$ cat src/design/dna_kmer_counter_unit_assert.svh
// Assertion macros used by the k-mer counter back end (dkc_back).
// Each macro expects signals named clk and rst in the module that uses it.
`ifndef DNA_KMER_COUNTER_UNIT_ASSERT_SVH
`define DNA_KMER_COUNTER_UNIT_ASSERT_SVH

// Condition that must hold at every clock edge outside reset.
`define DKC_ASSERT_NOW(lbl, cond, msg) \
  lbl: assert property (@(posedge clk) disable iff (rst) (cond)) else $error(msg);

// Consequence that must hold in the same cycle as its antecedent.
`define DKC_ASSERT_IMP(lbl, ante, cons, msg) \
  lbl: assert property (@(posedge clk) disable iff (rst) (ante) |-> (cons)) else $error(msg);

// Consequence that must hold in the cycle after its antecedent.
`define DKC_ASSERT_NEXT(lbl, ante, cons, msg) \
  lbl: assert property (@(posedge clk) disable iff (rst) (ante) |=> (cons)) else $error(msg);

`endif

$ cat src/design/dkc_pkg.sv
package dkc_pkg;

  localparam int MAX_WORD_LENGTH = 8;
  localparam int WL_W = 4;
  localparam int RUN_W = $clog2(MAX_WORD_LENGTH + 1);
  localparam int WINDOW_W = 2 * MAX_WORD_LENGTH;
  localparam int TABLE_DEPTH = 1 << WINDOW_W;
  localparam int COUNT_W = 32;
  localparam int FIFO_DEPTH = 4;
  localparam int FIFO_PTR_W = $clog2(FIFO_DEPTH);
  localparam int FIFO_CNT_W = $clog2(FIFO_DEPTH + 1);

  localparam logic [WINDOW_W-1:0] TABLE_LAST = {WINDOW_W{1'b1}};
  localparam logic [COUNT_W-1:0] COUNT_MAX = {COUNT_W{1'b1}};

  localparam logic [1:0] ACT_BASE = 2'd0;
  localparam logic [1:0] ACT_LINE = 2'd1;
  localparam logic [1:0] ACT_READ = 2'd2;

  localparam logic KIND_COUNT = 1'b0;
  localparam logic KIND_READ = 1'b1;

  localparam logic [WL_W-1:0] WORD_LENGTH_RESET = 4'd8;

  localparam logic [7:0] CH_A_UP = 8'h41;
  localparam logic [7:0] CH_C_UP = 8'h43;
  localparam logic [7:0] CH_G_UP = 8'h47;
  localparam logic [7:0] CH_T_UP = 8'h54;
  localparam logic [7:0] CH_A_LO = 8'h61;
  localparam logic [7:0] CH_C_LO = 8'h63;
  localparam logic [7:0] CH_G_LO = 8'h67;
  localparam logic [7:0] CH_T_LO = 8'h74;

  // One table operation handed from the front end to the back end.
  typedef struct packed {
    logic kind;
    logic [WINDOW_W-1:0] index;
  } op_t;

  function automatic logic [WL_W-1:0] eff_length(input logic [WL_W-1:0] wl);
    logic [WL_W-1:0] k;
    k = wl;
    if (k == '0) begin
      k = WL_W'(1);
    end else if (k > WL_W'(MAX_WORD_LENGTH)) begin
      k = WL_W'(MAX_WORD_LENGTH);
    end
    return k;
  endfunction

  function automatic logic [WINDOW_W-1:0] window_mask(input logic [WL_W-1:0] k);
    return ~({WINDOW_W{1'b1}} << {k, 1'b0});
  endfunction

  function automatic logic [1:0] base_value(input logic [7:0] ch);
    logic [1:0] v;
    case (ch)
      CH_C_UP, CH_C_LO: v = 2'd1;
      CH_G_UP, CH_G_LO: v = 2'd2;
      CH_T_UP, CH_T_LO: v = 2'd3;
      default: v = 2'd0;
    endcase
    return v;
  endfunction

endpackage

$ cat src/design/dkc_fifo.sv
module dkc_fifo
  import dkc_pkg::*;
(
  input  logic clk,
  input  logic rst,
  input  logic push,
  input  op_t  push_op,
  output logic push_ready,
  input  logic pop,
  output logic head_valid,
  output op_t  head_op
);

  op_t entries [FIFO_DEPTH];
  logic [FIFO_PTR_W-1:0] wr_ptr;
  logic [FIFO_PTR_W-1:0] rd_ptr;
  logic [FIFO_CNT_W-1:0] fill;

  assign push_ready = (fill != FIFO_CNT_W'(FIFO_DEPTH));
  assign head_valid = (fill != '0);
  assign head_op = entries[rd_ptr];

  always_ff @(posedge clk) begin
    if (push) begin
      entries[wr_ptr] <= push_op;
    end
  end

  always_ff @(posedge clk) begin
    if (rst) begin
      wr_ptr <= '0;
      rd_ptr <= '0;
      fill <= '0;
    end else begin
      if (push) begin
        wr_ptr <= wr_ptr + FIFO_PTR_W'(1);
      end
      if (pop) begin
        rd_ptr <= rd_ptr + FIFO_PTR_W'(1);
      end
      if (push && !pop) begin
        fill <= fill + FIFO_CNT_W'(1);
      end else if (pop && !push) begin
        fill <= fill - FIFO_CNT_W'(1);
      end
    end
  end

endmodule

$ cat config.mk
export PLATFORM = sky130hd
export DESIGN_NAME = dkc_fifo
export DESIGN_NICKNAME = d
export VERILOG_FILES = /design/src/design/dna_kmer_counter_unit_assert.svh /design/src/design/dkc_pkg.sv /design/src/design/dkc_fifo.sv
export SDC_FILE = /design/constraint.sdc
export NUM_CORES = 1
export LEC_CHECK = 0
export BUFFER_PORTS_ARGS = -buffer_cell sky130_fd_sc_hd__buf_2
export CAP_MARGIN = 20
export CELL_PAD_IN_SITES_DETAIL_PLACEMENT = 1
export CELL_PAD_IN_SITES_GLOBAL_PLACEMENT = 1
export CORE_UTILIZATION = 49
export CTS_CLUSTER_DIAMETER = 120
export CTS_CLUSTER_SIZE = 16
export DETAILED_ROUTE_END_ITERATION = 10
export PLACE_DENSITY = 0.86
export SYNTH_ARGS = -nofsm -noshare
export SYNTH_HDL_FRONTEND = slang
export SYNTH_SLANG_ARGS = --single-unit
$ cat constraint.sdc
create_clock -name clk -period 1.8 [get_ports clk]
set_clock_uncertainty 0.05 [all_clocks]
set_input_delay 0.09 -clock clk [delete_from_list [all_inputs] [get_ports clk]]
set_output_delay 0.09 -clock clk [all_outputs]
set_load 0.03 [all_outputs]
==> Word level (Yosys, flattened, before mapping) <==
Memory sizes are Yosys's and may differ from the RTL's. A register that Yosys moved wholly into a read port is not among the register bits.
Index checks and enable logic that the tools add are counted.
{ "word_totals": {"ff_bits": 7, "latch_bits": 0, "mem_bits_rw": 68, "romBits": 0, "inputBits": 21, "output_inout_bits": 19, "wordCells": 21, "mem_count": 1} }
{ "memory_table": {"columns": ["name", "words", "word_bits", "read_ports", "rd_clocked_by_memory_dff", "wr", "line", "rtl"], "rows": [
  ["entries", 4, 17, 1, 1, 1, "dkc_fifo.sv:14", "op_t entries [FIFO_DEPTH];"]
]} }
{ "op_classes": {"add_sub_neg": 4, "mul": 0, "div_mod_pow": 0, "order_cmp": 0, "eq_ne": 1, "shift": 0, "n_mux": 6, "bitwise": 0, "n_reduce_logical": 6} }
{ "op_table": {"columns": ["op", "n"], "rows": [
  ["3-bit two-way mux", 2],
  ["2-bit by 1-bit adder with 2-bit output, second input constant", 2],
  ["2-bit two-way mux", 2],
  ["3-bit by 1-bit adder with 3-bit output, second input constant", 1],
  ["3-bit inequality test, second input constant", 1],
  ["3-bit nonzero test", 1],
  ["3-bit by 1-bit subtractor with 3-bit output, second input constant", 1],
  ["1-bit logical AND", 2],
  ["1-bit logical NOT", 2],
  ["1-bit two-way mux", 2],
  ["2-bit nonzero test", 1]
]} }

==> Longest topological paths before layout <==
Gate-level depths: netlist (run 1).
{ "depth": {"word_depth": 4, "depth_mapped": 7, "ltp_nobuf": 7} }

==> Worst setup path after synthesis (run 1) <==
No wires, ideal clock.
{ "synth_path": {"path_type": "reg2reg", "start": "register fill[0]", "end": "register fill[2]", "setup_ns": 0.070, "arrival_ns": 1.318, "t_required_ns": 1.680, "path_slack_ns": 0.362, "path_stages_with_launch": 5, "n_path_buf": 0, "period_less_slack_ns": 1.438, "cell_sequence": "dfxtp_1 > fa_1 > xor2_1 > or3_1 > a21oi_1"} }
{ "synth_via": {"elab_chain_cells": 3, "elab_cells_between_ends": 4, "cone_classes": "add/sub (2); mux (2)"} }
{ "synth_lines": {"columns": ["item", "line", "rtl"], "rows": [
  ["start: declaration", "dkc_fifo.sv:17", "logic [FIFO_CNT_W-1:0] fill;"],
  ["start signal: assignment", "dkc_fifo.sv:42", "fill <= fill + FIFO_CNT_W'(1);"],
  ["start signal: assignment", "dkc_fifo.sv:44", "fill <= fill - FIFO_CNT_W'(1);"],
  ["3-bit by 1-bit subtractor with 3-bit output", "dkc_fifo.sv:44", null],
  ["3-bit two-way mux", "dkc_fifo.sv:43", "end else if (pop && !push) begin"],
  ["3-bit two-way mux *", "dkc_fifo.sv:41", "if (push && !pop) begin"]
]} }
Mark *: on every way between the ends. The rest lies on a longest branch, timed or not. The select of a mux whose other input is x is not followed.
A chain may end at the register's enable or synchronous reset.

==> results of run 1 <==
-- metal layers --
metal  routed length (um)  up-vias  GRT usage
li1                     -      672          -
met2                 2993       34     0.3474
met5                    0        -          0
met3                  166        6    0.05747
met1                 2531      766     0.2494
met4                   51        0    0.07636
-- stage by stage --
stage | worst slack, ns | util
after global placement | 0.1810 | 0.5669
after detailed placement | 0.04105 | 0.5669
after global routing | 0.01450 | 0.6516
after CTS | 0.008061 | 0.6500
final | 0.06085 | 0.6516
after floorplan | 0.3618 | -
-- critical path, cell delays in order (launching register included) --
cell     delay [ns]
dfxtp_4        0.40
buf_12         0.12
mux4_1         0.54
buf_2          0.19
-- state kept, by name (all words and copies together) (netlist names), named ones only --
signal / cells
rd_ptr: 2
fill: 3
entries: 68
wr_ptr: 2
-- final cells by class --
class / instances / area, sq um
sequential: 77 / 2226
fill: 476 / 1966
multi-input combinational: 48 / 635.6
timing repair buffer: 62 / 504.2
clock buffer: 10 / 127.6
tap: 72 / 90.09
clock inverter: 6 / 77.57
inverter: 4 / 15.01
-- power breakdown --
part           internal (W)  switching, W
Sequential          0.00204     0.0000479
Combinational      0.000278      0.000344
Clock              0.000768      0.000586
Total               0.00309      0.000978
-- cell usage after synthesis, drive strengths merged --
library cell	instances	area share
or3	2	0.0043
mux4	17	0.14
xnor2	2	0.0060
fa	1	0.0068
mux2i	2	0.0068
clkbuf	1	0.0013
buf	4	0.014
inv	4	0.0051
nand2	2	0.0026
ha	5	0.021
a21oi	1	0.0017
edfxtp	68	0.70
dfxtp	9	0.062
nor2	8	0.010
o21ai	1	0.0017
xor2	3	0.0090
and2	4	0.0086
-- logic make-up after synthesis --
group | share of synthesized area
buffers and inverters | 0.02055
XOR/XNOR | 0.01499
adder cells (fa/ha/maj) | 0.02825
AND/OR/NAND/NOR | 0.02568
AO/OA/AOI/OAI | 0.003421
flip-flops | 0.7603
multiplexers | 0.1468
-- what timing repair did --
item / 4_1_cts / 5_1_grt
hold endpoints to repair: 75 / 0
pin swaps: 0 / 0
setup endpoints to repair: 7 / 35
gates resized for setup: 14 / 15
setup buffers: 1 / 0
hold buffers: 18 / 0
gates cloned: 1 / 1
-- placed cells by master, fill, tap and decap left out, drive strengths merged, types with 2 or more instances in the layout --
master	instances
edfxtp	68
xnor2	2
mux2i	2
and2	4
mux4	17
nor2	8
inv	4
dlygate4sd3	18
bufinv	2
dfxtp	9
clkbuf	11
ha	5
buf	43
nand2	2
xor2	3
clkinv	4
or3	2
-- worst paths after layout --
check / startpoint / end / slack, ns / cells past startpoint
worst min-delay path: pop / rd_ptr[0] / 0.05 / 3
worst max register to register: wr_ptr[0] / entries[1][14] / 0.13 / 2
worst min register to register: fill[2] / fill[2] / 0.51 / 2
worst max-delay path: register / head_op[10] / 0.06 / 3
==> results.py, run 1 <==
metrics = {
    "status": {
        "outcome": "complete, no violations",
    },
    "floorplan": {
        "ioPinCount": 40,
        "rows": 27,
        "initial_core_util": 0.5181,
        "core-area_sq_um": 5642,
        "die_h_um": 79.23,
        "die_w_um": 79.23,
        "die-area_sq_um": 6277,
    },
    "timing": {
        "fmax_ghz": 0.5750,
        "fin_crit_sh": 0.9662,
        "post-route-min-period_ns": 1.739,
        "rsz0062_at_grt": "no",
        "setup_viol": 0,
        "whs_ns": 0.05019,
        "worstMarginPinSlew_ns": 0.8283,
        "slew-limit-headroom": 0.4478,
        "final-hold-violation-count": 0,
        "finalMaxSlewViolations": 0,
        "setup_tns_ns": 0,
    },
    "detailed_routing": {
        "dr.pass1.iters": 4,
        "num_vias": 1478,
        "drt_iter0_drc": 66,
        "antenna_left": 0,
        "wirelength_um": 5742,
        "routedWlPerCell_um": 20.58,
        "vias_per_cell": 5.297,
        "drc_errors": 0,
    },
    "global_routing": {
        "grt_pass1_vias": 1660,
        "antenna_found_initial": 0,
        "grt_pass1_wl_um": 8866,
        "grtUsageTotal": 0.2048,
        "grt-ovfl-total": 0,
        "grt_max_degree": 18,
    },
    "synth": {
        "yosys_register_bits": 77,
        "ys_warn_count": 0,
        "ys_types": 20,
        "synthCells": 134,
        "yosysSeqAreaShare": 0.7603,
        "synth_area_sq_um": 2923,
        "syn-num-nets": 161,
        "avgSynthCellArea_sq_um": 21.81,
    },
    "placement": {
        "post_dp_cell_area_sq_um": 3198,
        "gp_congestion": 0.6704,
        "dp.cells": 243,
        "port_buffers": 39,
        "hpwl_um": 3486,
    },
    "finish": {
        "drive_gt1_frac": 0.3478,
        "n_antenna_cell": 0,
        "final_area_sq_um": 3676,
        "finalNonFillerCells": 279,
        "fin_nets": 229,
        "syn2layout_area_growth_pct": 25.77,
    },
    "setup_path": {
        "cp.arrival_ns": 1.60,
        "worstPathRequired_ns": 1.66,
        "crit_type": "register to output port",
        "crit_path_end_kind": "output port",
        "startpoint_type": "register",
        "cp_max_fo": 5,
    },
    "clocking": {
        "cts_tree": "yes",
        "clock-sinks": 77,
        "htree_num_levels": 3,
        "path_clk_slew_ns": 0.07,
        "cts_buffer_depth": 2,
        "root_buffer": "clkbuf_8",
        "clk_latency_ns": 0.33,
        "numCtsBuffers": 9,
    },
    "power": {
        "leakagePower_nw": 1.326,
        "powerDensity_nw_per_um2": 1107,
        "p_total_w": 0.004069,
        "ir_drop_uv": 624.0,
    },
    "hold_path": {
        "hp-class": "input port to register",
    },
    "run": {
        "max_cap_violations": 0,
    },
}
Note: power is estimated with default switching activity, not from simulation.
==> inputs of run 2 (changes only) <==
CORE_UTILIZATION = 50   (was 49)
PLACE_DENSITY = 0.88   (was 0.86)
clock period = 2.05 ns   (was 1.8 ns; I/O delays follow)
==> run 2 against run 1 <==
Clock-buffer cell count up 1. Via count decreased by 1.6%. Critical path depth stayed put. Core utilization shrank 0.42 points. Global-route usage rose by 0.10 points. Largest power group unchanged.
==> results.py, run 2 (same netlist as run 1, synthesis figures left out) <==
metrics = {
    "detailed_routing": {
        "wirelength_um": 5497,
        "drc_errors": 0,
        "antenna_left": 0,
        "vias_per_cell": 5.230,
        "dr.pass1.iters": 4,
        "num_vias": 1454,
        "routedWlPerCell_um": 19.77,
        "drt_iter0_drc": 79,
    },
    "floorplan": {
        "die_h_um": 78.46,
        "initial_core_util": 0.5244,
        "rows": 27,
        "ioPinCount": 40,
        "die_w_um": 78.46,
        "die-area_sq_um": 6155,
        "core-area_sq_um": 5574,
    },
    "clocking": {
        "cts_buffer_depth": 2,
        "clock-sinks": 77,
        "htree_num_levels": 3,
        "numCtsBuffers": 9,
        "root_buffer": "clkbuf_8",
        "clk_latency_ns": 0.33,
        "cts_tree": "yes",
        "path_clk_slew_ns": 0.07,
    },
    "timing": {
        "fmax_ghz": 0.5255,
        "setup_tns_ns": 0,
        "slew-limit-headroom": 0.4051,
        "setup_viol": 0,
        "final-hold-violation-count": 0,
        "worstMarginPinSlew_ns": 0.8923,
        "finalMaxSlewViolations": 0,
        "fin_crit_sh": 0.9283,
        "rsz0062_at_grt": "no",
        "post-route-min-period_ns": 1.903,
    },
    "global_routing": {
        "grtUsageTotal": 0.2058,
        "antenna_found_initial": 0,
        "grt_pass1_vias": 1599,
        "grt-ovfl-total": 0,
        "grt_max_degree": 18,
        "grt_pass1_wl_um": 8832,
    },
    "finish": {
        "multi_input_comb_area_sq_um": 640.6,
        "final_common_cell": "edfxtp_1",
        "fillers": 500,
        "n_antenna_cell": 0,
        "final-seq-area_sq_um": 2222,
        "syn2layout_area_growth_pct": 23.46,
        "reg_top3": "entries (68), fill (3)",
        "drive_gt1_frac": 0.3252,
        "top_register": "entries",
        "largest_register_ffs": 68,
        "fin_nets": 228,
        "final_cell_mix": "68 x edfxtp_1, 39 x buf_2, 18 x dlygate4sd3_1",
    },
    "setup_path": {
        "crit_type": "register to output port",
        "cp.arrival_ns": 1.75,
        "critPathBufInv": 2,
        "cp_max_fo": 17,
        "critPathSlowestCell": "mux4_1",
        "max_stage_delay_ns": 0.61,
        "crit_chain": "buf_6, mux4_1, buf_2",
        "startpoint_type": "register",
        "crit_path_end_kind": "output port",
        "worstPathRequired_ns": 1.90,
        "critPathTopFamily": "multiplexers",
    },
    "hold_path": {
        "hp-class": "input port to register",
    },
    "status": {
        "outcome": "complete, no violations",
    },
    "run": {
        "max_cap_violations": 0,
    },
    "power": {
        "p_total_w": 0.003635,
        "powerDensity_nw_per_um2": 1007,
        "leakagePower_nw": 1.309,
        "ir_drop_uv": 575.0,
    },
    "placement": {
        "gp_congestion": 0.6286,
        "port_buffers": 39,
        "hpwl_um": 3236,
    },
}
-- run 2: area by class of cell --
type	count	area share
sequential	77	0.6158
multi-input combinational	48	0.1775
timing repair buffer	61	0.1134
clock buffer	11	0.03641
clock inverter	5	0.02774
tap	72	0.02497
inverter	4	0.004161
-- run 2: what timing repair did --
item / 4_1_cts / 5_1_grt
buffers inserted: 0 / 0
endpoints found under the hold margin: 75 / 0
gates resized for setup: 0 / 1
hold buffers: 18 / 0
endpoints found under the setup margin: 0 / 2
-- run 2: stage by stage --
stage	worst slack [ns]	hold slack [ns]	instance area, sq um	utilization	std cells
2_1_floorplan	0.6118	0.1514	2923	-	134
3_3_place_gp	0.4382	0.2631	3193	0.5728	244
6_report	0.1470	0.06011	3608	0.6474	278
4_1_cts	0.06654	0.02502	3605	0.6467	278
5_1_grt	0.05969	0.06454	3608	0.6474	278
3_5_place_dp	0.2815	0.2744	3193	0.5728	244
-- run 2: report_power, final --
| group | switching, W | internal, W |
|---|---|---|
| clock | 0.000515 | 0.000806 |
| combinational | 0.000288 | 0.000193 |
| sequential | 0.0000372 | 0.00180 |
| total | 0.000840 | 0.00279 |
-- run 2: path summary, 6_finish.rpt --
path,start,depth (start not counted),slack [ns],to
max reg2reg,wr_ptr[0],3,0.32,entries[2][13]
min reg2reg,fill[2],2,0.47,fill[2]
min,pop,3,0.06,register
max,register,3,0.15,head_op[16]
-- run 2: worst register-to-register path, cell delays in order, from the launching register on --
cell and delay [ns]:
dfxtp_1 0.35, inv_1 0.10, ha_1 0.15, and2_1 0.71
-- run 2: per-layer routing --
layer | vias up | global-route usage | share of wire
li1 | 668 | - | -
met1 | 750 | 0.2559 | 0.43
met2 | 30 | 0.3526 | 0.53
met3 | 6 | 0.05000 | 0.029
met4 | 0 | 0.07222 | 0.0096
met5 | - | 0 | 0
==> inputs of run 3 (changes only) <==
CORE_UTILIZATION = 49   (was 50)
CTS_CLUSTER_SIZE = unset   (was 16)
PLACE_DENSITY = 0.86   (was 0.88)
clock period = 2.06 ns   (was 2.05 ns; I/O delays follow)
==> run 3 against run 2 <==
Global-route usage up 0.39 points. Largest power group unchanged. Sequential share of layout area up 0.89 points. Critical endpoint is now head_op[10]. Cell area down 1.4%. Critical path type unchanged. Register-to-register slack about the same. Total power down 7.1%.
==> results.py, run 3 (same netlist as run 1, synthesis figures left out) <==
metrics = {
    "hold_path": {
        "holdPathStages": 3,
        "hp-class": "input port to register",
        "hp-start": "pop",
    },
    "timing": {
        "fmax_ghz": 0.5174,
        "slew-limit-headroom": 0.4064,
        "setup_ws_ns": 0.1271,
        "whs_ns": 0.04532,
        "worstMarginPinSlew_ns": 0.8905,
        "setup_viol": 0,
        "fin_crit_sh": 0.9383,
        "final-hold-violation-count": 0,
        "finalMaxSlewViolations": 0,
        "rsz0062_at_grt": "no",
        "setup_tns_ns": 0,
        "post-route-min-period_ns": 1.933,
    },
    "clocking": {
        "ctsResizeCount": 0,
        "cts_tree": "yes",
        "clock-sinks": 77,
        "hold_buffers": 18,
        "root_buffer": "clkbuf_8",
        "numCtsBuffers": 9,
        "cts_buffer_depth": 2,
        "htree_num_levels": 3,
        "path_clk_slew_ns": 0.07,
        "clk_latency_ns": 0.33,
        "cts_setup_buffers": 0,
    },
    "run": {
        "max_cap_violations": 0,
    },
    "status": {
        "outcome": "complete, no violations",
    },
    "floorplan": {
        "ioPinCount": 40,
        "initial_core_util": 0.5181,
        "rows": 27,
        "core-area_sq_um": 5642,
        "die-area_sq_um": 6277,
        "die_h_um": 79.23,
        "die_w_um": 79.23,
    },
    "power": {
        "leakagePower_nw": 1.285,
        "powerDensity_nw_per_um2": 949.4,
        "ir_drop_uv": 502.2,
    },
    "setup_path": {
        "cp.arrival_ns": 1.78,
        "crit_type": "register to output port",
        "crit_path_end_kind": "output port",
        "critPathSlowestCell": "mux4_1",
        "regToRegEndpoint": "entries[2][13]",
        "max_stage_delay_ns": 0.62,
        "r2r_cells": 3,
        "r2r_setup_slack_ns": 0.33,
        "startpoint_type": "register",
        "crit_chain": "buf_4, mux4_1, buf_2",
        "r2r-start": "wr_ptr[0]",
        "worstPathRequired_ns": 1.91,
        "cp_max_fo": 17,
    },
    "global_routing": {
        "grt_max_degree": 18,
        "antenna_found_initial": 0,
        "grt_pass1_vias": 1663,
        "grt-ovfl-total": 0,
        "grt_pass1_wl_um": 8928,
        "grtUsageTotal": 0.2096,
    },
    "detailed_routing": {
        "num_vias": 1484,
        "dr.pass1.iters": 4,
        "wirelength_um": 5650,
        "routedWlPerCell_um": 20.40,
        "vias_per_cell": 5.357,
        "antenna_left": 0,
        "drc_errors": 0,
        "drt_iter0_drc": 67,
    },
    "finish": {
        "drive_gt1_frac": 0.3220,
        "reg_top3": "entries (68), fill (3)",
        "largest_register_ffs": 68,
        "fin_nets": 227,
        "n_antenna_cell": 0,
        "final_common_cell": "edfxtp_1",
        "final_cell_mix": "68 x edfxtp_1, 39 x buf_2, 18 x dlygate4sd3_1",
        "fin_util": 0.6305,
        "top_register": "entries",
        "syn2layout_area_growth_pct": 21.70,
    },
    "placement": {
        "gp_congestion": 0.6759,
        "post-place-ws_ns": 0.3163,
        "hpwl_um": 3709,
        "port_buffers": 39,
    },
}
[run 3: cell types whose count changed in the layout (fill, tap and decap cells not counted)]
cell / change
buf_6: -1
clkbuf_8: +4
bufinv_16: -3
clkinv_2: -1
[run 3: cell type report]
| cell class | count | area (sq um) |
|---|---|---|
| sequential | 77 | 2222 |
| fill | 492 | 2085 |
| multi-input combinational | 48 | 640.6 |
| timing repair buffer | 60 | 397.9 |
| clock buffer | 15 | 186.4 |
| tap | 72 | 90.09 |
| inverter | 4 | 15.01 |
| clock inverter | 1 | 5.005 |
[run 3: power by group]
group	leakage [nW]	switching, W	internal (W)
registers	0.699	0.0000347	0.00179
clock network	0.0997	0.000508	0.000570
logic	0.486	0.000289	0.000189
total	1.29	0.000831	0.00255
[run 3: worst max path at each step]
stage | start | end | slack [ns] | cells past startpoint
after floorplan | fill[0] | fill[2] | 0.62 | 4
after global placement | wr_ptr[0] | entries[2][7] | 0.45 | 3
after detailed placement | wr_ptr[0] | entries[2][16] | 0.32 | 3
after CTS | register | head_op[3] | 0.07 | 3
after global routing | register | head_op[14] | 0.02 | 3
final | register | head_op[10] | 0.13 | 3
[run 3: through the flow]
stage / instances / total power, W / area (sq um)
after floorplan: 134 / 0.002175 / 2923
after detailed placement: 243 / 0.002317 / 3186
after global placement: 243 / 0.002281 / 3186
final: 277 / 0.003377 / 3557
after global routing: 277 / 0.003511 / 3557
after CTS: 277 / 0.003417 / 3557
[run 3: critical path: cells and delay by family (launching register included)]
family	cells	cell delay (ns)
flip-flops	1	0.31
buffers and inverters	2	0.51
multiplexers	1	0.62
[run 3: layer usage]
| metal | routed length, um | GRT usage | vias to the layer above |
|---|---|---|---|
| li1 | - | - | 665 |
| met1 | 2390 | 0.2416 | 774 |
| met2 | 3010 | 0.3612 | 40 |
| met3 | 197 | 0.07241 | 5 |
| met4 | 53 | 0.07636 | 0 |
| met5 | 0 | 0 | - |
