==> src/design/dna_kmer_counter_unit_assert.svh <==
// Assertion macros used by the k-mer counter back end (dkc_back).
// Each macro expects signals named clk and rst in the module that uses it.
`ifndef DNA_KMER_COUNTER_UNIT_ASSERT_SVH
`define DNA_KMER_COUNTER_UNIT_ASSERT_SVH

// Condition that must hold at every clock edge outside reset.
`define DKC_ASSERT_NOW(lbl, cond, msg) \
  lbl: assert property (@(posedge clk) disable iff (rst) (cond)) else $error(msg);

// Consequence that must hold in the same cycle as its antecedent.
`define DKC_ASSERT_IMP(lbl, ante, cons, msg) \
  lbl: assert property (@(posedge clk) disable iff (rst) (ante) |-> (cons)) else $error(msg);

// Consequence that must hold in the cycle after its antecedent.
`define DKC_ASSERT_NEXT(lbl, ante, cons, msg) \
  lbl: assert property (@(posedge clk) disable iff (rst) (ante) |=> (cons)) else $error(msg);

`endif

==> src/design/dkc_pkg.sv <==
package dkc_pkg;

  localparam int MAX_WORD_LENGTH = 8;
  localparam int WL_W = 4;
  localparam int RUN_W = $clog2(MAX_WORD_LENGTH + 1);
  localparam int WINDOW_W = 2 * MAX_WORD_LENGTH;
  localparam int TABLE_DEPTH = 1 << WINDOW_W;
  localparam int COUNT_W = 32;
  localparam int FIFO_DEPTH = 4;
  localparam int FIFO_PTR_W = $clog2(FIFO_DEPTH);
  localparam int FIFO_CNT_W = $clog2(FIFO_DEPTH + 1);

  localparam logic [WINDOW_W-1:0] TABLE_LAST = {WINDOW_W{1'b1}};
  localparam logic [COUNT_W-1:0] COUNT_MAX = {COUNT_W{1'b1}};

  localparam logic [1:0] ACT_BASE = 2'd0;
  localparam logic [1:0] ACT_LINE = 2'd1;
  localparam logic [1:0] ACT_READ = 2'd2;

  localparam logic KIND_COUNT = 1'b0;
  localparam logic KIND_READ = 1'b1;

  localparam logic [WL_W-1:0] WORD_LENGTH_RESET = 4'd8;

  localparam logic [7:0] CH_A_UP = 8'h41;
  localparam logic [7:0] CH_C_UP = 8'h43;
  localparam logic [7:0] CH_G_UP = 8'h47;
  localparam logic [7:0] CH_T_UP = 8'h54;
  localparam logic [7:0] CH_A_LO = 8'h61;
  localparam logic [7:0] CH_C_LO = 8'h63;
  localparam logic [7:0] CH_G_LO = 8'h67;
  localparam logic [7:0] CH_T_LO = 8'h74;

  // One table operation handed from the front end to the back end.
  typedef struct packed {
    logic kind;
    logic [WINDOW_W-1:0] index;
  } op_t;

  function automatic logic [WL_W-1:0] eff_length(input logic [WL_W-1:0] wl);
    logic [WL_W-1:0] k;
    k = wl;
    if (k == '0) begin
      k = WL_W'(1);
    end else if (k > WL_W'(MAX_WORD_LENGTH)) begin
      k = WL_W'(MAX_WORD_LENGTH);
    end
    return k;
  endfunction

  function automatic logic [WINDOW_W-1:0] window_mask(input logic [WL_W-1:0] k);
    return ~({WINDOW_W{1'b1}} << {k, 1'b0});
  endfunction

  function automatic logic [1:0] base_value(input logic [7:0] ch);
    logic [1:0] v;
    case (ch)
      CH_C_UP, CH_C_LO: v = 2'd1;
      CH_G_UP, CH_G_LO: v = 2'd2;
      CH_T_UP, CH_T_LO: v = 2'd3;
      default: v = 2'd0;
    endcase
    return v;
  endfunction

endpackage

==> src/design/dkc_front.sv <==
module dkc_front
  import dkc_pkg::*;
(
  input  logic                clk,
  input  logic                rst,
  input  logic                cfg_we,
  input  logic [WL_W-1:0]     cfg_wdata,
  input  logic                in_valid,
  output logic                in_ready,
  input  logic [1:0]          action,
  input  logic [7:0]          symbol,
  input  logic [WINDOW_W-1:0] carried_window,
  input  logic [WINDOW_W-1:0] query_index,
  input  logic                clearing,
  input  logic                q_ready,
  output logic                push,
  output op_t                 push_op
);

  logic [WL_W-1:0] word_length;
  logic [WINDOW_W-1:0] window;
  logic [WINDOW_W-1:0] window_next;
  logic [RUN_W-1:0] run_length;
  logic [RUN_W-1:0] run_length_next;
  logic [WL_W-1:0] k;
  logic [WINDOW_W-1:0] mask;
  logic accept;
  logic want_push;

  assign k = eff_length(word_length);
  assign mask = window_mask(k);
  assign in_ready = !clearing && q_ready;
  assign accept = in_valid && in_ready;
  assign push = accept && want_push;

  always_comb begin
    window_next = window;
    run_length_next = run_length;
    want_push = 1'b0;
    push_op.kind = KIND_COUNT;
    push_op.index = '0;
    case (action)
      ACT_BASE: begin
        if (symbol inside {CH_A_UP, CH_C_UP, CH_G_UP, CH_T_UP,
                           CH_A_LO, CH_C_LO, CH_G_LO, CH_T_LO}) begin
          window_next = {window[WINDOW_W-3:0], base_value(symbol)} & mask;
          if (run_length < RUN_W'(MAX_WORD_LENGTH)) begin
            run_length_next = run_length + RUN_W'(1);
          end
          want_push = (WL_W'(run_length_next) >= k);
          push_op.kind = KIND_COUNT;
          push_op.index = window_next;
        end else begin
          run_length_next = '0;
        end
      end
      ACT_LINE: begin
        window_next = carried_window & mask;
        run_length_next = RUN_W'(k);
      end
      ACT_READ: begin
        want_push = 1'b1;
        push_op.kind = KIND_READ;
        push_op.index = query_index;
      end
      default: begin
        want_push = 1'b0;
      end
    endcase
  end

  always_ff @(posedge clk) begin
    if (rst) begin
      word_length <= WORD_LENGTH_RESET;
      window <= '0;
      run_length <= '0;
    end else begin
      if (cfg_we) begin
        word_length <= cfg_wdata;
      end
      if (accept) begin
        window <= window_next;
        run_length <= run_length_next;
      end
    end
  end

endmodule

==> config.mk <==
export PLATFORM = sky130hd
export DESIGN_NAME = dkc_front
export DESIGN_NICKNAME = d
export VERILOG_FILES = /design/src/design/dna_kmer_counter_unit_assert.svh /design/src/design/dkc_pkg.sv /design/src/design/dkc_front.sv
export SDC_FILE = /design/constraint.sdc
export NUM_CORES = 1
export LEC_CHECK = 0
export ABC_AREA = 1
export BUFFER_PORTS_ARGS = -buffer_cell sky130_fd_sc_hd__buf_2
export CORE_ASPECT_RATIO = 0.5
export CORE_UTILIZATION = 52
export DETAILED_ROUTE_END_ITERATION = 8
export PLACE_DENSITY = 0.87
export RECOVER_POWER = 25
export SLEW_MARGIN = 0
export SYNTH_ARGS = -nofsm -noshare
export SYNTH_HDL_FRONTEND = slang
export SYNTH_SLANG_ARGS = --single-unit
==> constraint.sdc <==
create_clock -name clk -period 4.2 [get_ports clk]
set_input_delay 0.21 -clock clk [delete_from_list [all_inputs] [get_ports clk]]
set_output_delay 0.21 -clock clk [all_outputs]
set_load 0.005 [all_outputs]
* Yosys cells after proc, flatten, opt, wreduce, memory -nomap -nowiden
Index checks and enable logic that the tools add are counted.
** Storage, ports and cells
- Flip-flop bits (word level) :: 22
- Input port bits :: 52
- Output and inout bits :: 19
- Word-level logic and storage cells :: 51
** Operators by class
- Add/sub/neg operators :: 1
- Magnitude comparators :: 3
- Eq/ne operators :: 11
- Shift-type cells :: 1
- Muxes and demuxes :: 16
- Bitwise gates (word level) :: 3
- Reduce and logical (&&, ||, !) cells :: 13
** Operator list (number)
- 8-bit by 7-bit equality test with 1-bit output (second input constant) :: 8
- 17-bit case mux with 2 select lines :: 1
- 14-bit case mux with 2 select lines :: 1
- 4-bit two-way mux :: 6
- 16-bit bitwise AND :: 1
- 16-bit two-way mux :: 1
- 16-bit NOT :: 1
- 16-bit by 5-bit left shift with 16-bit output (first input constant) :: 1
- 14-bit bitwise AND :: 1
- 14-bit two-way mux :: 1
- 4-bit case mux with 2 select lines :: 1
- 8-bit nonzero test :: 1
- 2-bit case mux with 3 select lines :: 1
- 2-bit OR reduction :: 3
- 4-bit by 1-bit adder with 4-bit output (second input constant) :: 1
- 4-bit >= comparator :: 1
- 4-bit greater-than comparator (second input constant) :: 1
- 4-bit logical NOT :: 1
- 4-bit less-than comparator (second input constant) :: 1
- 2-bit two-way mux :: 2
- 1-bit logical AND :: 3
- 3-bit AND reduction :: 1
- 2-bit by 1-bit equality test with 1-bit output (second input constant) :: 1
- 2-bit equality test (second input constant) :: 1
- 7 further kinds :: 7

* Logic depth before layout (Yosys ltp)
Gate-level depths: netlist (run 1).
- Word-level depth :: 8
- Gate-level depth with buffers :: 10
- Gate-level depth less buffers :: 10

* Worst setup path before layout (run 1)
OpenSTA, ideal clock, no wires.
- Path type :: reg2out
- Start :: reg run_length[0]
- End :: out push
- Arrival :: 1424 ps
- Required time :: 3990 ps
- Path slack :: 2566 ps
- Cell stages (with the launch flop) :: 11
- Buffers on the path :: 0
- Path through :: dfxtp_1 ha_1 nand2_1 nand2_1 ha_1 inv_1 nor2_1 o21ai_0 nand3_1 nand3_1 a21oi_1
** Between the ends
- Longest elaborated chain between the ends :: 8
- Elaborated cells between the ends (all ways) :: 9
- Those cells by class :: add/sub (1); order compare (2); mux (5); reduce/logical (1)
** RTL lines
- start, declared :: line dkc_front.sv:23 : logic [RUN_W-1:0] run_length;
- start signal, assigned :: line dkc_front.sv:83 : run_length <= run_length_next;
- 4-bit by 1-bit adder with 4-bit output or 4-bit less-than comparator (tied branches) :: line dkc_front.sv:48, dkc_front.sv:47
- 4-bit two-way mux * :: line dkc_front.sv:47 : if (run_length < RUN_W'(MAX_WORD_LENGTH)) begin
- 4-bit two-way mux * :: line dkc_front.sv:44 : if (symbol inside {CH_A_UP, CH_C_UP, CH_G_UP, CH_T_UP,
- 4-bit two-way mux * :: line dkc_front.sv:42 : case (action)
- 4-bit >= comparator * :: line dkc_front.sv:50 : want_push = (WL_W'(run_length_next) >= k);
- 1-bit two-way mux * :: line dkc_front.sv:44
- 1-bit case mux with 2 select lines * :: line dkc_front.sv:42
- 1-bit logical AND * :: line dkc_front.sv:34 : assign push = accept && want_push;
- end, declared :: line dkc_front.sv:16 : output logic push,
Mark *: on every way between the ends. The rest lies on a longest branch, timed or not. The select of a mux whose other input is x is not followed.

* Final worst setup path (run 1)
- Start :: reg word_length[3]
- End :: out push
** Between the ends
- Longest elaborated chain between the ends :: 7
- Elaborated cells between the ends (all ways) :: 8
- Those cells by class :: order compare (2); mux (4); reduce/logical (2)
** RTL lines
- start, declared :: line dkc_front.sv:20 : logic [WL_W-1:0] word_length;
- start signal, assigned :: line dkc_front.sv:79 : word_length <= cfg_wdata;
- 4-bit greater-than comparator :: line dkc_pkg.sv:45 : end else if (k > WL_W'(MAX_WORD_LENGTH)) begin
- 4-bit two-way mux :: line dkc_pkg.sv:45
- 4-bit two-way mux * :: line dkc_pkg.sv:43 : if (k == '0) begin
- 4-bit >= comparator * :: line dkc_front.sv:50
- 1-bit two-way mux * :: line dkc_front.sv:44
- 1-bit case mux with 2 select lines * :: line dkc_front.sv:42
- 1-bit logical AND * :: line dkc_front.sv:34
Mark *: on every way between the ends. The rest lies on a longest branch, timed or not.

==> results.txt, run 1 <==
The run finished, with violations left. The final reports fail on DRC. The power per cell area came out at 229.0 nW/um^2.

The worst IR drop on VDD is 0.1625 mV. The required time of the critical path came out at 3990 ps. For this block, the initial DRC count from the detailed router was 92. The worst slew margin relative to its limit came out at 0.4386. The number of violations of the max-capacitance limit is 0.

The pin count of the biggest net entering global routing came out at 22. The wire length per cell came out at 11.71 microns. At the end of the flow, the number of nets in the layout was 401. The count of endpoints failing hold in the final timing report is 0.

The post-route antenna net violation count came out at 0. The detailed placement HPWL came out at 3.514 mm. The worst hold path belongs to the class in2reg.

The die span in x is 84.46 microns. The simple-gate share of the synthesized area came out at 0.3808. The routed via count came out at 1997. Measured along the y axis, the die boundary spans 43.23 microns. The post-route clock skew is 5.225 ps.

The pre-antenna-repair detailed-routing pass consisted of 8 iterations. For this run, the total global-route usage over all layers was measured as 0.2569. After clock tree synthesis, the setup repair step added 0 buffers. The total number of yosys warnings came out at 0. In the routed design, unresolved DRC markers number 6. The synthesized-area fraction occupied by ao, oa, aoi and oai cells is 0.1982. The die outline area is 3651 sq um.

The global-route wire length before repair came out at 7.320 mm. The synthesized area per cell is 6.247 sq um. TritonCTS built the clock tree. The via count of the first global-routing pass was 1784. The initial antenna violation count came out at 0. The number of H-tree levels came out at 1. Along the worst path, the maximum fanout reaches 7. The share of cell area taken by muxes after synthesis is 0.

The total wire length after detailed routing is 4.486 mm. The register bit count reported by yosys came out at 22. The minimum period implied by the final worst setup slack came out at 2183 ps. The cell sitting at the root of the clock tree is a sky130_fd_sc_hd__clkbuf_8. The area of the mapped netlist is 1768 sq um.

After clock tree synthesis, the clock-pin slew on the worst setup and hold paths is 70 ps. The utilization of the core after routing is 0.6750. The register area share after synthesis came out at 0.2491. Setup repair after global routing left no endpoint under its margin.

The transition at the pin with the smallest max-transition slack came out at 840.0 ps. The kind of start point of the critical path is a flop. The number of buffers added to fix hold violations after cts is 0.

The cell depth of the worst min-delay path is 2. The sum of negative setup slack came out at 0 ps. The arithmetic-cell share of the synthesized area counting full adders, half adders and majority gates came out at 0.03539. The worst hold path begins at rst. The count of cells resized by post-cts repair is 0. The final global-route overflow total is 0. The end of the worst register-to-register path is window[4]$_SDFFE_PP0P_.

The I/O pin total is 71. 0 antenna diodes ended up in the layout. The initial utilization of the core area, before any placement, comes to 0.5670. The number of core rows is 14. Of the total synthesized cell area, the portion taken by XOR and XNOR cells is 0.009908. The mean number of vias per cell came out at 5.214. The number of inserted filler cells in the final layout is 301. The worst register-to-register path begins at word_length[1]$_SDFFE_PP0P_. The congestion estimate from routability-driven global placement came to 0.8315. Buffers placed on the I/O ports in this run total 67. The critical path class is reg2out. The post-synthesis to final-layout area growth came out at 19.04%. The maximum root-to-sink buffer count is 2. The cell count after placement came out at 379. Synthesis produced 283 cells. Setup slack on the worst reg-to-reg path comes out at 2790 ps. After floorplanning, the core was sized to cover 3118 sq um. Counting cells, the worst reg-to-reg path comes to 6. At the later pin of the worst-skew pair, clock insertion delay measures 260 ps. By area, the combinational part of the netlist is dominated by simple AND/OR/NAND/NOR gates.

In the final layout, the share of cells above drive strength 1 is 0.3090. Timing would allow up to 458.1 MHz. In this run the static leakage power is 1.126 nW.

Synthesis produced a netlist with a net count of 340. The number of buffers inserted during clock tree synthesis came out at 3. The non-filler instance count after layout is 383. For hold timing, the worst endpoint is window[9]$_SDFFE_PP0P_.

The endpoint type of the worst setup path is an output pin. The final setup violation count is 0. The final cycle utilization of the critical path came out at 0.5197. The count of cell types in the netlist is 27. The max-slew violation total from the final report came to 0.

The clock net in this run drives a total of 22 sinks. The data arrival at the endpoint of the critical path is 1970 ps.
==> sequential cells by signal, indices dropped and copies added (netlist names) <==
name	cells
run_length	4
window	14
word_length	4
==> placed cells by master (no fill, tap or decap), types with 2 or more instances in the layout <==
cell and instances:
sky130_fd_sc_hd__nand2_1 73, sky130_fd_sc_hd__buf_2 66, sky130_fd_sc_hd__inv_1 33, sky130_fd_sc_hd__nor2_1 30, sky130_fd_sc_hd__dfxtp_1 22, sky130_fd_sc_hd__nand3_1 21
sky130_fd_sc_hd__o21ai_0 21, sky130_fd_sc_hd__a21oi_1 20, sky130_fd_sc_hd__nand2_2 11, sky130_fd_sc_hd__o21ai_2 10, sky130_fd_sc_hd__nor2_2 6, sky130_fd_sc_hd__o21ai_1 5
sky130_fd_sc_hd__ha_1 5, sky130_fd_sc_hd__inv_2 4, sky130_fd_sc_hd__clkbuf_8 4, sky130_fd_sc_hd__xnor2_1 2, sky130_fd_sc_hd__o211ai_1 2
==> per-layer routing <==
| metal | routed length (microns) | global-route usage | share of wire |
|---|---|---|---|
| met2 | 2207 | 0.4852 | 0.49 |
| met4 | 57 | 0.06780 | 0.013 |
| met5 | 0 | 0 | 0 |
| met3 | 305 | 0.04280 | 0.068 |
| met1 | 1916 | 0.3084 | 0.43 |
==> stage by stage <==
step	setup slack [ps]	total power [W]	hold WS, ps	cell area [sq um]
detailed placement	2319	0.0003392	404.1	2068
global route	1848	0.0005099	172.9	2105
finish	2017	0.0004819	170.5	2105
CTS	2023	0.0004889	127.1	2123
global placement	2354	0.0003344	405.7	2068
floorplan	2566	0.0002966	276.9	1768
==> logic make-up after synthesis <==
family | Yosys count
AO/OA/AOI/OAI | 60
XOR/XNOR | 2
adder cells (fa/ha/maj) | 5
buffers and inverters | 48
flip-flops | 22
AND/OR/NAND/NOR | 146
==> critical path: stages, from the launching register on <==
cell and delay, ps:
sky130_fd_sc_hd__dfxtp_1 450, sky130_fd_sc_hd__nor2_2 90, sky130_fd_sc_hd__nand2_1 190, sky130_fd_sc_hd__o21ai_0 190, sky130_fd_sc_hd__ha_1 320, sky130_fd_sc_hd__nand3_1 70
sky130_fd_sc_hd__nand3_1 80, sky130_fd_sc_hd__nand3_1 60, sky130_fd_sc_hd__a21oi_1 120, sky130_fd_sc_hd__buf_2 130
==> layout make-up <==
type	instances	area [sq um]	area share
Sequential cell	22	440.4	0.2093
Timing Repair Buffer	67	334.1	0.1587
Tap cell	40	50.05	0.02378
Inverter	37	138.9	0.06599
Multi-Input combinational cell	213	1086	0.5161
Clock buffer	4	55.05	0.02616
==> report_power, final <==
group          switching [W]  internal, W  leakage, nW
registers         0.00000552     0.000216        0.179
clock network      0.0000639    0.0000834       0.0288
logic              0.0000679    0.0000455        0.918
total               0.000137     0.000345         1.13
==> Yosys cell counts <==
| cell type | count | area [sq um] |
|---|---|---|
| sky130_fd_sc_hd__inv_2 | 6 | 22.52 |
| sky130_fd_sc_hd__ha_1 | 5 | 62.56 |
| sky130_fd_sc_hd__nand3_4 | 1 | 17.52 |
| sky130_fd_sc_hd__nand2_4 | 2 | 22.52 |
| sky130_fd_sc_hd__o21ai_1 | 5 | 25.02 |
| sky130_fd_sc_hd__buf_6 | 2 | 22.52 |
| sky130_fd_sc_hd__a22o_1 | 1 | 8.760 |
| sky130_fd_sc_hd__nand4_2 | 1 | 12.51 |
| sky130_fd_sc_hd__nand3_1 | 21 | 105.1 |
| sky130_fd_sc_hd__nor2_2 | 7 | 43.79 |
| sky130_fd_sc_hd__nand2_2 | 11 | 68.82 |
| sky130_fd_sc_hd__dfxtp_1 | 22 | 440.4 |
| sky130_fd_sc_hd__nand2_1 | 72 | 270.3 |
| sky130_fd_sc_hd__nor2_4 | 1 | 11.26 |
| sky130_fd_sc_hd__nor2_1 | 28 | 105.1 |
| sky130_fd_sc_hd__buf_4 | 3 | 22.52 |
| sky130_fd_sc_hd__o21ai_0 | 21 | 105.1 |
| sky130_fd_sc_hd__nand4_1 | 1 | 6.260 |
| sky130_fd_sc_hd__buf_8 | 1 | 15.01 |
| sky130_fd_sc_hd__nand3_2 | 1 | 10.01 |
| sky130_fd_sc_hd__o21ai_2 | 10 | 87.58 |
| sky130_fd_sc_hd__inv_1 | 31 | 116.4 |
| sky130_fd_sc_hd__xnor2_1 | 2 | 17.52 |
| sky130_fd_sc_hd__a21oi_2 | 1 | 8.760 |
| sky130_fd_sc_hd__buf_2 | 5 | 25.02 |
| sky130_fd_sc_hd__o211ai_1 | 2 | 15.01 |
| sky130_fd_sc_hd__a21oi_1 | 20 | 100.1 |
==> worst max-delay path by stage <==
stage / cells past startpoint / end / from
floorplan: 10 / push / run_length[0]$_SDFFE_PP0P_
global placement: 9 / push / word_length[3]$_SDFFE_PP1P_
detailed placement: 9 / push / word_length[3]$_SDFFE_PP1P_
CTS: 9 / push / word_length[3]$_SDFFE_PP1P_
global route: 10 / push / word_length[3]$_SDFFE_PP1P_
finish: 9 / push / word_length[3]$_SDFFE_PP1P_
Power figures use the tool's default switching activity.
==> inputs of run 2 (changes only) <==
Settings changed: ABC_AREA 1 to 0, CORE_UTILIZATION 52 to 48, PLACE_DENSITY 0.87 to 0.82.
Clock period 4.2 ns to 2.12 ns, I/O delays scaled along.
==> run 2 against run 1 <==
Against the previous run:
- highest routed layer unchanged
- setup slack lost 2100 ps
- critical path depth shrank 2
- count of clock-buffer cells in the layout shrank 1
- synthesized cell count shrank 30%
- largest cell class unchanged
- global-route usage grew 1.7 points
- final area grew 4.3%
- routed wire length grew 8.6%
- the flow finishes with violations (setup timing)
==> results.txt, run 2 <==
The synthesized-area fraction occupied by ao, oa, aoi and oai cells came out at 0.2111. The initial antenna violation count came out at 0. The register area share after synthesis is 0.2581.

The detailed-router iteration count before antenna repair came out at 4. Along the worst path, the maximum fanout reaches 2. The utilization of the core after routing came out at 0.6888. The number of buffers added to fix hold violations after cts is 0. The checks that failed: setup timing.

The post-synthesis net count is 255. The count of mapped cells out of synthesis is 198. Entering global routing, the biggest net connects 24 pins. Sorting the synthesized cells by how often they occur yields 22 x sky130_fd_sc_hd__dfxtp_1, 20 x sky130_fd_sc_hd__nand2_1, 15 x sky130_fd_sc_hd__mux2i_1, 15 x sky130_fd_sc_hd__nor2_1, 14 x sky130_fd_sc_hd__a32o_1. After global routing the overflow that remains totals 0.

The region available for standard cell placement spans 3188 sq um. The share of the synthesized area in the top cell type is 0.2581. The I/O pin total came out at 71.

The count of cell types in the netlist is 46. The number of violations of the max-capacitance limit is 0. The maximum root-to-sink buffer count came out at 2. The die outline area came out at 3813 sq um. The max-slew violation total from the final report came to 0. The arithmetic-cell share of the synthesized area counting full adders, half adders and majority gates is 0.03666. STA puts the critical path data arrival time at 2070 ps. Of the total power, the share spent switching nets is 0.2579. The largest registers in the layout are window (14), run_length (4), word_length (4). The mean number of vias per cell came out at 5.912.

After filler insertion, the fill cell instance count of the layout stands at 255. The number of buffers inserted during clock tree synthesis is 3. The xor and xnor fraction of the mapped netlist area came out at 0.01026. CTS built an H-tree with a depth of 1.

The register ranked first by flip-flop count is window. At the end of routability-driven placement, the weighted congestion stood at 0.9102. The number of antenna diodes in the final layout is 0. Counting every sink on the clock net gives 22. The count of input and output buffers is 67. The cell internal power dissipation came out at 0.0007841 W. The number of core rows came out at 14.

The transition at the pin with the smallest max-transition slack came out at 664.9 ps. Leaving out fill and tap cells, the most frequent cells in the layout are 66 x sky130_fd_sc_hd__buf_2, 20 x sky130_fd_sc_hd__nand2_1, 18 x sky130_fd_sc_hd__dfxtp_1. The worst slew margin relative to its limit came out at 0.5563. In the global route stage, overall resource usage came out at 0.2736.

For this configuration, the core starts out at a cell density of 0.5353. The iteration-0 DRC count of the detailed router came out at 80. The kind of start point of the critical path is a flop. The tightest hold margin is 61.83 ps. Ranked by total cell area, the synthesized netlist is headed by sky130_fd_sc_hd__dfxtp_1 26%, sky130_fd_sc_hd__mux2i_1 8.8%, sky130_fd_sc_hd__a32o_1 8.2%, sky130_fd_sc_hd__mux2_2 7.9%, sky130_fd_sc_hd__nand2_1 4.4%.

By area, the combinational part of the netlist is dominated by simple AND/OR/NAND/NOR gates. The sum of negative setup slack came out at -60.53 ps. The final setup violation count is 1. Setup repair after global routing could not meet its margin everywhere. sky130_fd_sc_hd__dfxtp_1 takes more of the synthesized area than any other cell. The portion of synthesized area spent on multiplexers is 0.1760. The TritonCTS clock tree is done. The maximum clock frequency came out at 458.6 MHz. The switching power is 0.0002726 W.

Relative to the synthesized area, the layout overhead comes to 28.67%. The placed instance area is 2068 sq um. The share of post-route cells with drive strength above 1 is 0.4115. The total number of yosys warnings came out at 0. The wire length per cell came out at 15.82 microns. The clock root buffer is sky130_fd_sc_hd__clkbuf_8.

The first global-routing pass estimated 8.017 mm of wire. The most common cell in the synthesized netlist is sky130_fd_sc_hd__dfxtp_1. The proportion of power drawn by flip-flops and latches is 0.409.

The required time of the critical path came out at 2010 ps. The area of the mapped netlist is 1707 sq um. The setup slack on the worst flop-to-flop path came out at 760 ps.

The detailed placement HPWL came out at 3.527 mm. By startpoint and endpoint, the worst setup path is classified as reg2out. The cell depth of the worst min-delay path is 3. For this run, the leading register cell type out of synthesis is sky130_fd_sc_hd__dfxtp_1. The synthesized area per cell is 8.619 sq um. The number of design rule violations left after detail routing came out at 0. The die span in x came out at 86.33 microns. On the final layout, the worst clock skew is 2.012 ps. The detail route stage leaves a number of antenna-violating nets equal to 0. The via count of the first global-routing pass came out at 1711. The minimum period implied by the final worst setup slack is 2181 ps.

The vertical die dimension came out at 44.17 microns. The most frequent standard cell in the layout excluding fill and tap cells is sky130_fd_sc_hd__buf_2. The total wire length after detailed routing is 4.874 mm. The combinational cell fraction of total power is 0.215. The worst IR drop on VDD is 0.2635 mV.

The path class of the tightest hold or removal check is in2reg. The count of flip-flops with a built-in enable after synthesis is 0. The flip-flop count of the largest register after layout is 14. The simple-gate share of the synthesized area is 0.2485. The static leakage power is 0.9943 nW. The clock-pin slew on the worst setup and hold paths is 80 ps. After synthesis the netlist holds a flip-flop and latch count of 22. The routed via count came out at 1821. The number of cells on the worst reg-to-reg path is 4. The run finished, with violations left. The count of endpoints failing hold in the final timing report is 0. The final layout net count came out at 318. At the later pin of the worst-skew pair, clock insertion delay measures 270 ps.

The final cycle utilization of the critical path is 1.029. The clock share of power is 0.376. The smallest setup slack after layout came out at -60.53 ps. After routing the design area is 2196 sq um.

STA classifies the critical path endpoint as an output pin. The share of async-settable or async-resettable flops after synthesis came out at 0. The power per cell area is 481.2 nW/um^2.
[run 2: final timing paths]
path	to	from
hold reg to reg	window[12]$_SDFFE_PP0P_	window[12]$_SDFFE_PP0P_
setup / recovery	push	run_length[0]$_SDFFE_PP0P_
setup reg to reg	window[4]$_SDFFE_PP0P_	word_length[3]$_SDFFE_PP1P_
hold / removal	word_length[3]$_SDFFE_PP1P_	cfg_wdata[3]
[run 2: worst max-delay path, stage by stage, from the launching register on]
cell                       delay, ps
sky130_fd_sc_hd__dfxtp_2         340
sky130_fd_sc_hd__ha_4            220
sky130_fd_sc_hd__mux2_4          280
sky130_fd_sc_hd__ha_4            210
sky130_fd_sc_hd__a2111o_1        410
sky130_fd_sc_hd__a41oi_2         140
sky130_fd_sc_hd__nor3_1           70
sky130_fd_sc_hd__buf_2           140
[run 2: cell families (layout without fill, tap and decap cells)]
logic type,Yosys count,count (layout)
simple gates,79,79
flops,22,22
buf+inv,20,82
mux,28,28
xor+xnor,2,2
compound gates,42,42
fa+ha+maj,5,5
[run 2: per-layer routing]
metal | global-route usage | share of wire
met5 | 0 | 0
met4 | 0.04667 | 0.011
met2 | 0.4968 | 0.50
met1 | 0.3341 | 0.41
met3 | 0.07836 | 0.072
[run 2: repair_timing]
action,in CTS,in global routing
endpoints found under the hold margin,0,0
buffers inserted,1,0
endpoints found under the setup margin,1,1
gates resized for setup,6,3
pin swaps,3,0
[run 2: through the flow]
stage	setup WS, ps	std cells	total power [W]
2_1_floorplan	218.8	198	0.0005669
3_3_place_gp	134.2	303	0.0006507
3_5_place_dp	110.7	303	0.0006568
4_1_cts	-40.43	308	0.001052
5_1_grt	-114.4	308	0.001107
6_report	-60.53	308	0.001057
[run 2: area by class of cell]
cell class	count	area [sq um]	area share
well taps	48	60.06	0.02735
flip-flops and latches	22	445.4	0.2028
clock buffers	3	41.29	0.01880
clock inverters	1	30.03	0.01368
repair buffers	76	402.9	0.1835
inverters	2	7.507	0.003419
multi-input cells	156	1209	0.5504
[run 2: power by group through the flow]
stage / clock network, W / logic (W) / registers, W
floorplan: 0 / 0.000132 / 0.000435
CTS: 0.000397 / 0.000223 / 0.000432
global route: 0.000425 / 0.000248 / 0.000434
finish: 0.000397 / 0.000227 / 0.000433
global placement: 0 / 0.000211 / 0.000440
detailed placement: 0 / 0.000216 / 0.000441
==> inputs of run 3 (changes only) <==
Settings changed: CORE_UTILIZATION 48 to 45, PLACE_DENSITY 0.82 to 0.78.
==> run 3 against run 2 <==
Against the previous run:
- the flow still finishes with violations (setup timing)
- combinational power is essentially flat
- clock power down 22%
- first-iteration DRC count up 56%
- sequential cell count unchanged
- via count is 2.6% lower
- die area up 6.4%
- critical path depth did not move
- final cell count is 1.6% higher
- final area is 1.5% lower
- sequential share of layout area grew 0.31 points
- routed wire length down 8.3%
- clock skew rose by 6.6 ps
- largest power group unchanged
==> results.txt, run 3 (synthesis gave the netlist of run 2 again) <==
window holds more flip-flops than any other register. Setup repair after global routing could not meet its margin everywhere. The worst setup path is launched from a flop. The total wire length after detailed routing is 4.468 mm. The count of endpoints failing hold in the final timing report is 0. Dividing the detail-routed via count by the number of cells gives 5.665. The tightest hold margin came out at 62.22 ps. Timing would allow up to 459.3 MHz. The antenna diode count is 0. The top fanout value on the critical path is 2. The max-slew violation total from the final report came out at 0. The post-route antenna net violation count came out at 0. The initial antenna violation count came out at 0. The routed layout has 1773 vias. The power per cell area came out at 444.0 nW/um^2. Dividing the final minimum period by the clock period gives 1.027. The final layout net count is 320.

Routability-driven placement finished with a final weighted congestion of 0.8289. The number of violations of the max-capacitance limit came out at 0. The post-synthesis to final-layout area growth came out at 26.76%.

The starting density of the core is 0.4837. The via count of the first global-routing pass is 1547. The checks that failed: setup timing. The vertical die dimension is 45.55 microns. Leaving out fill and tap cells, the most frequent cell in the layout is sky130_fd_sc_hd__buf_2.

The I/O pin total came out at 71. The post-placement setup slack came out at 108.6 ps. Entering global routing, the biggest net connects 24 pins. The worst register-to-register path begins at word_length[2]$_SDFFE_PP0P_.

The capturing element of the worst setup path is push. The register with the most flip-flops in the layout has 14 of them. The clock-pin slew on the worst setup and hold paths came out at 90 ps. The top layer used by detailed routing is met4.

The static leakage power is 0.9716 nW. The final global-route overflow total is 0. After detailed routing, the wire length on met1 is 2.095 mm. In the global route stage, overall resource usage came out at 0.2277.

The run finished, with violations left. The share of post-route cells with drive strength above 1 is 0.3779. Summed over all nets, the half-perimeter wirelength after detailed placement is 3.319 mm. The setup slack on the worst flop-to-flop path is 640 ps.

The combined flip-flop and latch cell area came out at 445.4 sq um. Clock skew on the completed layout was measured at 8.640 ps. TritonCTS built the clock tree. The latest clock arrival within the worst-skew pair is 270 ps.

Once routing completed, OpenROAD measured the worst setup slack at -57.08 ps. Counting every sink on the clock net gives 22. For this run, design rule violations remaining after detail routing come to 0. In the layout the commonest cells are 65 x sky130_fd_sc_hd__buf_2, 20 x sky130_fd_sc_hd__nand2_1, 20 x sky130_fd_sc_hd__dfxtp_1. In the final layout, the registers with the most flip-flops are window (14), run_length (4), word_length (4).

The post-layout total power came out at 0.0009605 W. Once layout is complete, the cells apart from fillers number 313. The worst min-delay path category is in2reg. The number of cells on the worst reg-to-reg path is 5. The critical path in this run is classified as reg2out. The die span in x is 89.09 microns. The endpoint type of the worst setup path is an output pin. The clock root buffer is sky130_fd_sc_hd__clkbuf_8. The wire length per cell came out at 14.27 microns.

The count of input and output buffers came out at 67. The first global-routing pass estimated 7.065 mm of wire. The detailed-router iteration count before antenna repair came out at 4. The initialized floorplan defines 15 standard-cell rows. At the pin with the least slew margin, the transition time is 697.9 ps. The number of buffers inserted during clock tree synthesis is 3.

The required time of the critical path came out at 2010 ps. The routed wire length on met3 came out at 214 microns. The end of the worst register-to-register path is window[4]$_SDFFE_PP0P_. The sum of negative setup slack is -57.08 ps.

In the final layout, the multi-input gates occupy 1187 sq um. The iteration-0 DRC count of the detailed router came out at 125. In this run the tightest slew margin relative to its limit is 0.5342. The die outline area came out at 4058 sq um. The cell count after placement is 308. The maximum root-to-sink buffer count is 2. The worst IR drop on VDD is 0.2090 mV. At the worst endpoint, the arrival time is 2070 ps.

In this run the number of H-tree levels came out at 1. Tracing the worst setup path back leads to its startpoint at run_length[0]$_SDFFE_PP0P_. The number of inserted filler cells in the final layout is 325. Setup violations remaining at the end of the flow were counted as 1. The total met2 wirelength after detailed routing came out at 2.130 mm. The floorplan step defined a core boundary enclosing 3528 sq um. For the finished layout, the period the worst path requires is 2177 ps.
-- run 3: stage by stage --
step,cell area [sq um],util
3_3_place_gp,2087,0.5915
2_1_floorplan,1707,-
6_report,2163,0.6131
5_1_grt,2163,0.6131
3_5_place_dp,2087,0.5915
4_1_cts,2191,0.6209
-- run 3: how the worst min path moves through the flow --
stage | start | endpoint | slack (ps) | depth (start not counted)
6_report | cfg_wdata[3] | word_length[3]$_SDFFE_PP1P_ | 60 | 3
5_1_grt | cfg_wdata[3] | word_length[3]$_SDFFE_PP1P_ | 60 | 3
4_1_cts | cfg_wdata[3] | word_length[3]$_SDFFE_PP1P_ | 70 | 3
3_5_place_dp | cfg_wdata[3] | word_length[3]$_SDFFE_PP1P_ | 340 | 3
3_3_place_gp | cfg_wdata[3] | word_length[3]$_SDFFE_PP1P_ | 330 | 3
2_1_floorplan | cfg_wdata[3] | word_length[3]$_SDFFE_PP1P_ | 240 | 2
-- run 3: report_power, final --
group / internal, W / switching (W) / total (W) / leakage (nW)
logic: 0.000108 / 0.000116 / 0.000225 / 0.763
clock network: 0.000166 / 0.000142 / 0.000308 / 0.0288
registers: 0.000421 / 0.00000731 / 0.000428 / 0.180
-- run 3: critical path, cell delays in order, from the launching register on --
cell                       delay, ps
sky130_fd_sc_hd__dfxtp_2         340
sky130_fd_sc_hd__ha_4            230
sky130_fd_sc_hd__mux2_4          290
sky130_fd_sc_hd__ha_4            210
sky130_fd_sc_hd__a2111o_1        420
sky130_fd_sc_hd__a41oi_2         130
sky130_fd_sc_hd__nor3_1           50
sky130_fd_sc_hd__buf_2           140
-- run 3: per-layer routing --
metal | GRT usage | up-vias
li1 | - | 872
met1 | 0.3061 | 860
met2 | 0.3847 | 37
met3 | 0.04710 | 4
met4 | 0.04444 | 0
met5 | 0 | -
-- run 3: final cells by class --
class                      instances  share of cell area
multi-input combinational        156              0.5489
tap                               51             0.02950
sequential                        22              0.2059
timing repair buffer              78              0.1868
inverter                           2            0.003470
clock buffer                       4             0.02545
-- run 3: what timing repair did --
| action | CTS | global route |
|---|---|---|
| buffers inserted | 1 | 0 |
| pin swaps | 3 | 0 |
| gates resized for setup | 7 | 0 |
| endpoints found under the setup margin | 1 | 1 |
| hold buffers | 0 | 0 |
